==> src/rtl/page_slot_allocator_macros.svh <==
// ----------------------------------------------------------------------------
// page_slot_allocator_macros
// Assertion macros used by the page_slot_allocator RTL.
// ----------------------------------------------------------------------------
`ifndef PAGE_SLOT_ALLOCATOR_MACROS_SVH
`define PAGE_SLOT_ALLOCATOR_MACROS_SVH

// Same-cycle implication, disabled while in reset
`define PSA_ASSERT_NOW(label, clk, rst_n, ante, cons) \
    label: assert property (@(posedge clk) disable iff (!rst_n) (ante) |-> (cons)) \
        else $error("page_slot_allocator: same-cycle check failed");

// Next-cycle implication, disabled while in reset
`define PSA_ASSERT_NEXT(label, clk, rst_n, ante, cons) \
    label: assert property (@(posedge clk) disable iff (!rst_n) (ante) |=> (cons)) \
        else $error("page_slot_allocator: next-cycle check failed");

`endif

==> src/rtl/psa_pkg.sv <==
// ----------------------------------------------------------------------------
// psa_pkg
// Shared types, constants and helpers for the page slot allocator.
// ----------------------------------------------------------------------------
package psa_pkg;

    localparam int MAX_PAGES = 16;
    localparam int MAX_SLOTS = 64;
    localparam int PAGE_W    = 4;
    localparam int SLOT_W    = 6;
    localparam int USED_W    = 7;
    localparam int SPP_W     = 7;
    localparam int COUNT_W   = 10;
    localparam int GRP_SZ    = 8;
    localparam int GRP_CNT   = MAX_SLOTS / GRP_SZ;
    localparam int GRP_W     = 3;

    localparam logic [SPP_W-1:0] SPP_RESET = SPP_W'(64);

    // Request kinds
    typedef enum logic [0:0] {
        ACT_INSERT = 1'b0,
        ACT_DELETE = 1'b1
    } action_t;

    // Result codes
    typedef enum logic [1:0] {
        ST_OK   = 2'd0,
        ST_FULL = 2'd1,
        ST_BAD  = 2'd2
    } status_t;

    // Register indexes
    typedef enum logic [0:0] {
        REG_SLOTS_PER_PAGE = 1'b0
    } reg_idx_t;

    // One page's bookkeeping
    typedef struct packed {
        logic [MAX_SLOTS-1:0] slot_map;
        logic [USED_W-1:0]    used;
        logic [PAGE_W-1:0]    link;
        logic                 on_list;
    } page_entry_t;

    // Write request into the page table
    typedef struct packed {
        logic              en;
        logic [PAGE_W-1:0] page;
        page_entry_t       entry;
    } page_wr_t;

    // Index of the lowest clear bit of a byte; 0 if none
    function automatic logic [GRP_W-1:0] lowest_zero8(input logic [GRP_SZ-1:0] b);
        logic [GRP_W-1:0] idx;
        idx = '0;
        for (int i = GRP_SZ - 1; i >= 0; i--)
        begin
            if (!b[i])
            begin
                idx = GRP_W'(i);
            end
        end
        return idx;
    endfunction

endpackage

==> src/rtl/psa_apb_regs.sv <==
// ----------------------------------------------------------------------------
// psa_apb_regs
// APB register bank holding the slots-per-page setting.
// ----------------------------------------------------------------------------
module psa_apb_regs
(
    input  logic                             clk,
    input  logic                             rst_n,
    input  logic                             psel,
    input  logic                             penable,
    input  logic                             pwrite,
    input  logic [2:0]                       paddr,
    input  logic [31:0]                      pwdata,
    output logic [31:0]                      prdata,
    output logic                             pready,
    output logic [psa_pkg::SPP_W-1:0]        slots_per_page
);

    logic [psa_pkg::SPP_W-1:0] spp_reg;
    logic [psa_pkg::SPP_W-1:0] spp_next;
    logic                      hit;

    // word address decode
    assign hit = (paddr[2] == psa_pkg::REG_SLOTS_PER_PAGE);

    always_comb
    begin
        spp_next = spp_reg;
        if (psel && penable && pwrite && hit)
        begin
            spp_next = pwdata[psa_pkg::SPP_W-1:0];
        end
    end

    always_ff @(posedge clk or negedge rst_n)
    begin
        if (!rst_n)
        begin
            spp_reg <= psa_pkg::SPP_RESET;
        end
        else
        begin
            spp_reg <= spp_next;
        end
    end

    assign pready         = 1'b1;
    assign prdata         = hit ? {{(32 - psa_pkg::SPP_W){1'b0}}, spp_reg} : 32'd0;
    assign slots_per_page = spp_reg;

endmodule

==> src/rtl/psa_slot_find.sv <==
// ----------------------------------------------------------------------------
// psa_slot_find
// Lowest clear slot below the usable limit, as a two-level byte search.
// ----------------------------------------------------------------------------
module psa_slot_find
(
    input  logic [psa_pkg::MAX_SLOTS-1:0] slot_map,
    input  logic [psa_pkg::USED_W-1:0]    limit,
    output logic                          found,
    output logic [psa_pkg::SLOT_W-1:0]    slot
);

    logic [psa_pkg::MAX_SLOTS-1:0]  busy;
    logic [psa_pkg::GRP_CNT-1:0]    grp_free;
    logic [psa_pkg::GRP_W-1:0]      grp_idx [psa_pkg::GRP_CNT];
    logic [psa_pkg::GRP_W-1:0]      grp_sel;

    // slots at or above the limit count as taken
    always_comb
    begin
        for (int s = 0; s < psa_pkg::MAX_SLOTS; s++)
        begin
            busy[s] = slot_map[s] || (psa_pkg::USED_W'(s) >= limit);
        end
    end

    // per-byte search
    always_comb
    begin
        for (int g = 0; g < psa_pkg::GRP_CNT; g++)
        begin
            grp_free[g] = ~&busy[g*psa_pkg::GRP_SZ +: psa_pkg::GRP_SZ];
            grp_idx[g]  = psa_pkg::lowest_zero8(busy[g*psa_pkg::GRP_SZ +: psa_pkg::GRP_SZ]);
        end
    end

    // pick the lowest byte with room
    always_comb
    begin
        grp_sel = '0;
        for (int g = psa_pkg::GRP_CNT - 1; g >= 0; g--)
        begin
            if (grp_free[g])
            begin
                grp_sel = psa_pkg::GRP_W'(g);
            end
        end
    end

    assign found = |grp_free;
    assign slot  = {grp_sel, grp_idx[grp_sel]};

endmodule

==> src/rtl/psa_page_table.sv <==
// ----------------------------------------------------------------------------
// psa_page_table
// Per-page bitmap, used count, free-list link and on-list flag.
// ----------------------------------------------------------------------------
module psa_page_table
(
    input  logic                         clk,
    input  logic [psa_pkg::PAGE_W-1:0]   rd_page,
    output psa_pkg::page_entry_t         rd_entry,
    input  psa_pkg::page_wr_t            wr
);

    psa_pkg::page_entry_t pages_reg [psa_pkg::MAX_PAGES];

    // single read port
    assign rd_entry = pages_reg[rd_page];

    // whole-entry write; an entry is set up in full when its page opens
    always_ff @(posedge clk)
    begin
        if (wr.en)
        begin
            pages_reg[wr.page] <= wr.entry;
        end
    end

endmodule

==> src/rtl/page_slot_allocator.sv <==
// ----------------------------------------------------------------------------
// page_slot_allocator
// Heap-file slot allocator: per-page bitmaps with a free-page list.
// ----------------------------------------------------------------------------
//  Channel  | Dir | Handshake                 | Contents
//  s_axis   | in  | tvalid/tready             | insert or delete request
//  m_axis   | out | tvalid/tready             | status, page, slot, tuple count
//  APB      | in  | psel/penable/pwrite       | slots_per_page at 0x0
//
//  An input word is registered, resolved against the page table and lands
//  in the output register; one word per cycle sustained while the output
//  is not stalled. The critical path is the page table read mux, the
//  byte-wise free-slot search and the entry write-back.
//  Reset clears list head, open-page count, tuple count and valid flags; page
//  entries need no clearing since a page is fully written when it opens.
//  A stalled output holds its word and backpressure reaches s_axis_tready.
// ----------------------------------------------------------------------------
`include "page_slot_allocator_macros.svh"

module page_slot_allocator
(
    input  logic        clk,
    input  logic        rst_n,
    // configuration
    input  logic        psel,
    input  logic        penable,
    input  logic        pwrite,
    input  logic [2:0]  paddr,
    input  logic [31:0] pwdata,
    output logic [31:0] prdata,
    output logic        pready,
    // requests
    input  logic        s_axis_tvalid,
    output logic        s_axis_tready,
    input  logic [15:0] s_axis_tdata,   // page_in[3:0], slot_in[9:4], zero[15:10]
    input  logic [0:0]  s_axis_tuser,   // action[0]
    // results
    output logic        m_axis_tvalid,
    input  logic        m_axis_tready,
    output logic [23:0] m_axis_tdata,   // page_out[3:0], slot_out[9:4],
                                        // tuple_count[19:10], zero[23:20]
    output logic [1:0]  m_axis_tuser    // status[1:0]
);

    localparam int PW = psa_pkg::PAGE_W;
    localparam int SW = psa_pkg::SLOT_W;
    localparam int UW = psa_pkg::USED_W;
    localparam int CW = psa_pkg::COUNT_W;

    localparam logic [PW-1:0] LAST_PAGE = PW'(psa_pkg::MAX_PAGES - 1);

    // config
    logic [psa_pkg::SPP_W-1:0] slots_per_page;
    logic [UW-1:0]             limit;

    // input register
    logic                 in_valid_reg;
    psa_pkg::action_t     in_action_reg;
    logic [PW-1:0]        in_page_reg;
    logic [SW-1:0]        in_slot_reg;

    // output register
    logic                 out_valid_reg;
    psa_pkg::status_t     out_status_reg;
    logic [PW-1:0]        out_page_reg;
    logic [SW-1:0]        out_slot_reg;
    logic [CW-1:0]        out_count_reg;

    // file state
    logic [PW-1:0]        free_head_reg, free_head_next;
    logic [PW-1:0]        pages_open_reg, pages_open_next;
    logic [CW-1:0]        records_held_reg, records_held_next;

    // datapath
    logic                 fire;
    logic                 is_insert;
    logic                 list_empty;
    logic                 open_new;
    logic [PW-1:0]        tgt_page;
    psa_pkg::page_entry_t rd_entry;
    psa_pkg::page_entry_t cur;
    psa_pkg::page_wr_t    wr;
    logic                 found;
    logic [SW-1:0]        free_slot;
    logic [UW-1:0]        used_inc;
    logic                 bad_delete;
    psa_pkg::status_t     status_next;
    logic [PW-1:0]        page_out_next;
    logic [SW-1:0]        slot_out_next;

    psa_apb_regs u_regs
    (
        .clk            (clk),
        .rst_n          (rst_n),
        .psel           (psel),
        .penable        (penable),
        .pwrite         (pwrite),
        .paddr          (paddr),
        .pwdata         (pwdata),
        .prdata         (prdata),
        .pready         (pready),
        .slots_per_page (slots_per_page)
    );

    // clamp usable slots to 1..MAX_SLOTS
    always_comb
    begin
        if (slots_per_page == '0)
        begin
            limit = UW'(1);
        end
        else if (slots_per_page > psa_pkg::SPP_W'(psa_pkg::MAX_SLOTS))
        begin
            limit = UW'(psa_pkg::MAX_SLOTS);
        end
        else
        begin
            limit = UW'(slots_per_page);
        end
    end

    // handshake
    assign fire          = in_valid_reg && (!out_valid_reg || m_axis_tready);
    assign s_axis_tready = !in_valid_reg || fire;

    // page selection
    assign is_insert  = (in_action_reg == psa_pkg::ACT_INSERT);
    assign list_empty = (free_head_reg == '0);
    assign open_new   = is_insert && list_empty && (pages_open_reg != LAST_PAGE);

    always_comb
    begin
        if (!is_insert)
        begin
            tgt_page = in_page_reg;
        end
        else if (list_empty)
        begin
            tgt_page = pages_open_reg + PW'(1);
        end
        else
        begin
            tgt_page = free_head_reg;
        end
    end

    psa_page_table u_table
    (
        .clk      (clk),
        .rd_page  (tgt_page),
        .rd_entry (rd_entry),
        .wr       (wr)
    );

    // a freshly opened page starts empty
    assign cur = open_new ? '0 : rd_entry;

    psa_slot_find u_find
    (
        .slot_map (cur.slot_map),
        .limit    (limit),
        .found    (found),
        .slot     (free_slot)
    );

    assign used_inc   = cur.used + UW'(1);
    assign bad_delete = (in_page_reg == '0) || (in_page_reg > pages_open_reg)
                        || !cur.slot_map[in_slot_reg];

    // request resolution
    always_comb
    begin
        free_head_next    = free_head_reg;
        pages_open_next   = pages_open_reg;
        records_held_next = records_held_reg;
        wr.en             = 1'b0;
        wr.page           = tgt_page;
        wr.entry          = cur;
        status_next       = psa_pkg::ST_OK;
        page_out_next     = '0;
        slot_out_next     = '0;

        if (is_insert)
        begin
            if (list_empty && !open_new)
            begin
                // every page open, none with room
                status_next = psa_pkg::ST_FULL;
            end
            else if (!found)
            begin
                // head page has no usable slot after a limit change
                status_next          = psa_pkg::ST_FULL;
                free_head_next       = cur.link;
                wr.en                = 1'b1;
                wr.entry.on_list     = 1'b0;
            end
            else
            begin
                wr.en                        = 1'b1;
                wr.entry.slot_map[free_slot] = 1'b1;
                wr.entry.used                = used_inc;
                records_held_next            = records_held_reg + CW'(1);
                page_out_next                = tgt_page;
                slot_out_next                = free_slot;
                if (open_new)
                begin
                    pages_open_next = tgt_page;
                end
                if (used_inc >= limit)
                begin
                    free_head_next   = cur.link;
                    wr.entry.on_list = 1'b0;
                end
                else
                begin
                    free_head_next   = tgt_page;
                    wr.entry.on_list = 1'b1;
                end
            end
        end
        else
        begin
            if (bad_delete)
            begin
                status_next = psa_pkg::ST_BAD;
            end
            else
            begin
                wr.en                          = 1'b1;
                wr.entry.slot_map[in_slot_reg] = 1'b0;
                if (cur.used != '0)
                begin
                    wr.entry.used = cur.used - UW'(1);
                end
                if (records_held_reg != '0)
                begin
                    records_held_next = records_held_reg - CW'(1);
                end
                // full page goes back on the list head
                if ((cur.used >= limit) && !cur.on_list)
                begin
                    wr.entry.link    = free_head_reg;
                    wr.entry.on_list = 1'b1;
                    free_head_next   = tgt_page;
                end
            end
        end

        if (!fire)
        begin
            wr.en             = 1'b0;
            free_head_next    = free_head_reg;
            pages_open_next   = pages_open_reg;
            records_held_next = records_held_reg;
        end
    end

    // control and file state
    always_ff @(posedge clk or negedge rst_n)
    begin
        if (!rst_n)
        begin
            in_valid_reg     <= 1'b0;
            out_valid_reg    <= 1'b0;
            free_head_reg    <= '0;
            pages_open_reg   <= '0;
            records_held_reg <= '0;
        end
        else
        begin
            if (s_axis_tready)
            begin
                in_valid_reg <= s_axis_tvalid;
            end
            if (fire)
            begin
                out_valid_reg <= 1'b1;
            end
            else if (m_axis_tready)
            begin
                out_valid_reg <= 1'b0;
            end
            free_head_reg    <= free_head_next;
            pages_open_reg   <= pages_open_next;
            records_held_reg <= records_held_next;
        end
    end

    // input payload
    always_ff @(posedge clk)
    begin
        if (s_axis_tready && s_axis_tvalid)
        begin
            in_action_reg <= psa_pkg::action_t'(s_axis_tuser[0]);
            in_page_reg   <= s_axis_tdata[PW-1:0];
            in_slot_reg   <= s_axis_tdata[PW +: SW];
        end
    end

    // output payload
    always_ff @(posedge clk)
    begin
        if (fire)
        begin
            out_status_reg <= status_next;
            out_page_reg   <= page_out_next;
            out_slot_reg   <= slot_out_next;
            out_count_reg  <= records_held_next;
        end
    end

    assign m_axis_tvalid = out_valid_reg;
    assign m_axis_tuser  = out_status_reg;
    assign m_axis_tdata  = {4'd0, out_count_reg, out_slot_reg, out_page_reg};

    // list head is always zero or an open page
    `PSA_ASSERT_NOW(a_head_open, clk, rst_n, 1'b1, free_head_reg <= pages_open_reg)

    // a successful insert adds exactly one record
    `PSA_ASSERT_NEXT(a_insert_count, clk, rst_n,
                     fire && is_insert && (status_next == psa_pkg::ST_OK),
                     records_held_reg == $past(records_held_reg) + CW'(1))

    // failed requests never report a page
    `PSA_ASSERT_NOW(a_fail_no_page, clk, rst_n,
                    out_valid_reg && (out_status_reg != psa_pkg::ST_OK),
                    out_page_reg == '0)

endmodule
==> config.mk <==
export PLATFORM = sky130hd
export DESIGN_NAME = page_slot_allocator
export DESIGN_NICKNAME = d
export VERILOG_FILES = /design/src/rtl/psa_pkg.sv /design/src/rtl/psa_apb_regs.sv /design/src/rtl/psa_slot_find.sv /design/src/rtl/psa_page_table.sv /design/src/rtl/page_slot_allocator.sv
export VERILOG_INCLUDE_DIRS = /design/src /design/src/rtl
export SDC_FILE = /design/constraint.sdc
export NUM_CORES = 2
export LEC_CHECK = 0
export ABC_AREA = 0
export BUFFER_PORTS_ARGS = -buffer_cell sky130_fd_sc_hd__buf_2
export CAP_MARGIN = 10
export CORE_MARGIN = 3
export CORE_UTILIZATION = 40
export DETAILED_ROUTE_END_ITERATION = 12
export GPL_ROUTABILITY_DRIVEN = 1
export GPL_TIMING_DRIVEN = 0
export PLACE_DENSITY = 0.64
export SYNTH_ARGS = -nofsm -noshare
export SYNTH_HDL_FRONTEND = slang
export SYNTH_HIERARCHICAL = 1
export SYNTH_SLANG_ARGS = --single-unit
==> constraint.sdc <==
create_clock -name clk -period 13.9 [get_ports clk]
set_clock_uncertainty 0.2 [all_clocks]
set_input_delay 1.39 -clock clk [delete_from_list [all_inputs] [get_ports clk]]
set_output_delay 1.39 -clock clk [all_outputs]
set_load 0.02 [all_outputs]
==> results.sh <==
export IMPL_status="completed"
export IMPL_antenna_found_initial=5
export IMPL_synth_xor_xnor_area_share=0.001776
export IMPL_crit_start="in_action_reg$_DFFE_PP_"
export IMPL_cts_resized=0
export IMPL_power_leakage_uw=0.02069
export IMPL_clkTransAtPathRegs_ns=0.06
export IMPL_vias=32320
export IMPL_max_slew_worst_pin_slew_ns=1.364
export IMPL_ys_warn_count=6
export IMPL_fillers=11180
export IMPL_period_share=0.8277
export IMPL_synthMuxAreaShare=0.1338
export IMPL_layout_commonest_cell="edfxtp_1"
export IMPL_finalSetupViolCount=0
export IMPL_worst_setup_path_end_kind="flip-flop"
export IMPL_rows=134
export IMPL_grt_pass1_wl_um=226800
export IMPL_ant_nets=0
export IMPL_drt_iter0_markers=4376
export IMPL_reg2reg_depth=23
export IMPL_whs_ns=0.2885
export IMPL_critPathArrivalTime_ns=11.66
export IMPL_cp_max_fo=16
export IMPL_timing_rr_start="in_action_reg$_DFFE_PP_"
export IMPL_ys_flop_type="edfxtp_1"
export IMPL_p_per_area_nw_per_um2=217.2
export IMPL_synth_simple_area_share=0.05718
export IMPL_cts_buffer_depth=3
export IMPL_vias_per_cell=6.105
export IMPL_portBuffers=56
export IMPL_grt_max_degree=31
export IMPL_grt_use_total=0.2220
export IMPL_slew_headroom=0.09045
export IMPL_synth_edf_count=1249
export IMPL_dp_worst_setup_slack_ns=2.883
export IMPL_globalplace_congestion=0.9898
export IMPL_synth_compound_area_frac=0.07155
export IMPL_synth_top_cell_by_area="edfxtp_1"
export IMPL_ys_seq_area_frac=0.7039
export IMPL_cp_start_kind="flip-flop"
export IMPL_synth_seq_cells=1276
export IMPL_synthDistinctLibCells=104
export IMPL_gr_total_overflow=0
export IMPL_final_nets=3508
export IMPL_antenna_cells=0
export IMPL_min_path_cells=1
export IMPL_cts_tree="done"
export IMPL_post_cts_setup_buffer_count=0
export IMPL_grt_pass1_vias=31900
export IMPL_insertion_delay_ns=0.75
export IMPL_multi_input_area_um2=14840
export IMPL_synthCells=3065
export IMPL_fmax_ghz=0.08692
export IMPL_hold_buffers=0
export IMPL_fp_dieH_um=374.3
export IMPL_routedWlPerCell_um=29.59
export IMPL_syn_to_final_growth_pct=16.41
export IMPL_synth_top_family_by_area="multiplexers"
export IMPL_netlist_top_cells_area="edfxtp_1 69%, mux4_2 13%, a22oi_1 2.1%"
export IMPL_ys_async_sr_fraction=0.02116
export IMPL_fin_setup_tns_ns=0
export IMPL_fin_crit_ns=11.51
export IMPL_synth_avg_cell_area_um2=17.70
export IMPL_drive_gt1_frac=0.2527
export IMPL_dr_pass1_iters=7
export IMPL_syn_area_um2=54250
export IMPL_ir_drop_mv=0.1205
export IMPL_synthAdderAreaFrac=0.004844
export IMPL_cts_made_buffers=133
export IMPL_seqCellArea_um2=38180
export IMPL_layout_cells_most_common_list="1,249 x edfxtp_1, 306 x mux4_2, 193 x nand2_1, 154 x a22oi_1, 136 x clkbuf_16"
export IMPL_final_hold_viol_count=0
export IMPL_core_area_um2=134100
export IMPL_clkSinkCount=1276
export IMPL_largest_reg_flops=1216
export IMPL_yosysTopAreaCellShare=0.6914
export IMPL_crit_path_end="u_table/pages_reg[14][27]$_DFFE_PP_"
export IMPL_min_path_type="flip-flop to flip-flop"
export IMPL_setup_ws_ns=2.395
export IMPL_rsz0062_at_grt="false"
export IMPL_rrSetupSlack_ns=2.39
export IMPL_wl_um=156600
export IMPL_ios=120
export IMPL_path_class="flip-flop to flip-flop"
export IMPL_chipWidth_um=374.3
export IMPL_rr_endpoint="u_table/pages_reg[14][27]$_DFFE_PP_"
export IMPL_start_util=0.4044
export IMPL_drc=0
export IMPL_cts_max_level=4
export IMPL_clock_root_buffer="clkbuf_16"
export IMPL_drv_cap=0
export IMPL_dp_hpwl_um=103600
export IMPL_slew_viol_final=0
export IMPL_critical_path_required_ns=14.06
export IMPL_fp_dieArea_um2=140100
logic make-up after synthesis:
group,count (synthesis)
other cells,3
fa+ha+maj,21
mux,337
buf+inv,284
flops,1276
compound gates,549
xor+xnor,11
simple gates,584
report_power, final:
group	switching, µW	internal [µW]
Combinational	3210	1580
Clock	1440	2010
Sequential	87.0	5390
critical path, cell delays in order, from the launching register on:
cell and delay, ns:
edfxtp_1 0.49, clkbuf_1 0.29, inv_1 0.14, clkbuf_1 0.55, clkbuf_1 0.47, nor2_1 0.11, a21oi_1 0.82, buf_2 0.43
buf_2 0.61, clkbuf_1 0.77, mux4_2 0.37, a22oi_1 0.08, nand2_1 0.26, nand2_1 0.13, inv_1 0.18, nand2b_1 0.13
nand3_1 0.12, a221oi_1 0.77, nand4_2 0.37, o31ai_4 0.38, a221oi_1 0.15, o31ai_1 0.80, nand4_1 1.13, o22ai_1 1.34
cell type report:
class	instances	share of cell area
clock inverters	67	0.01046
plain buffers	216	0.01894
well taps	1768	0.03503
repair buffers	201	0.03586
flip-flops and latches	1276	0.6046
multi-input cells	1532	0.2350
clock buffers	166	0.05599
inverters	68	0.004042
worst min path at each step:
stage	startpoint	end	slack [ns]
6_report	in_valid_reg$_DFFE_PN0N_	m_axis_tvalid$_DFFE_PN0P_	0.29
5_1_grt	in_valid_reg$_DFFE_PN0N_	m_axis_tvalid$_DFFE_PN0P_	0.32
4_1_cts	in_valid_reg$_DFFE_PN0N_	m_axis_tvalid$_DFFE_PN0P_	0.29
3_5_place_dp	in_valid_reg$_DFFE_PN0N_	m_axis_tvalid$_DFFE_PN0P_	0.28
3_3_place_gp	in_valid_reg$_DFFE_PN0N_	m_axis_tvalid$_DFFE_PN0P_	0.27
2_1_floorplan	in_valid_reg$_DFFE_PN0N_	m_axis_tvalid$_DFFE_PN0P_	0.26
routing by layer:
layer	vias to the layer above	global-route usage	share of wire
met3	332	0.05706	0.11
li1	13300	-	-
met5	-	0	0
met1	16790	0.3088	0.40
met2	1906	0.3384	0.45
met4	0	0.08185	0.038
per-stage QoR:
stage	power, µW	util	instance area, µm²	cells
2_1_floorplan	8448	-	54350	3092
3_3_place_gp	9997	0.4238	56840	4916
3_5_place_dp	10210	0.4384	58810	5043
4_1_cts	13660	0.4697	63000	5276
5_1_grt	14280	0.4708	63150	5294
6_report	13710	0.4708	63150	5294
synth_stat cells (14+ instances only):
library cell,instances
edfxtp_1,1249
mux4_2,306
nand2_1,193
a22oi_1,154
clkbuf_1,94
a21oi_1,82
nor2_1,81
o21ai_0,69
inv_1,63
and2_1,56
nor3_1,54
buf_4,49
nand3_1,42
o31ai_1,42
buf_2,41
o22ai_1,34
dfrtp_1,26
ha_1,21
nand2b_1,21
buf_6,20
mux2_2,20
nor4_1,20
nand4_1,16
a211oi_1,15
nand3b_1,14
Note: power is estimated with default switching activity, not from simulation.
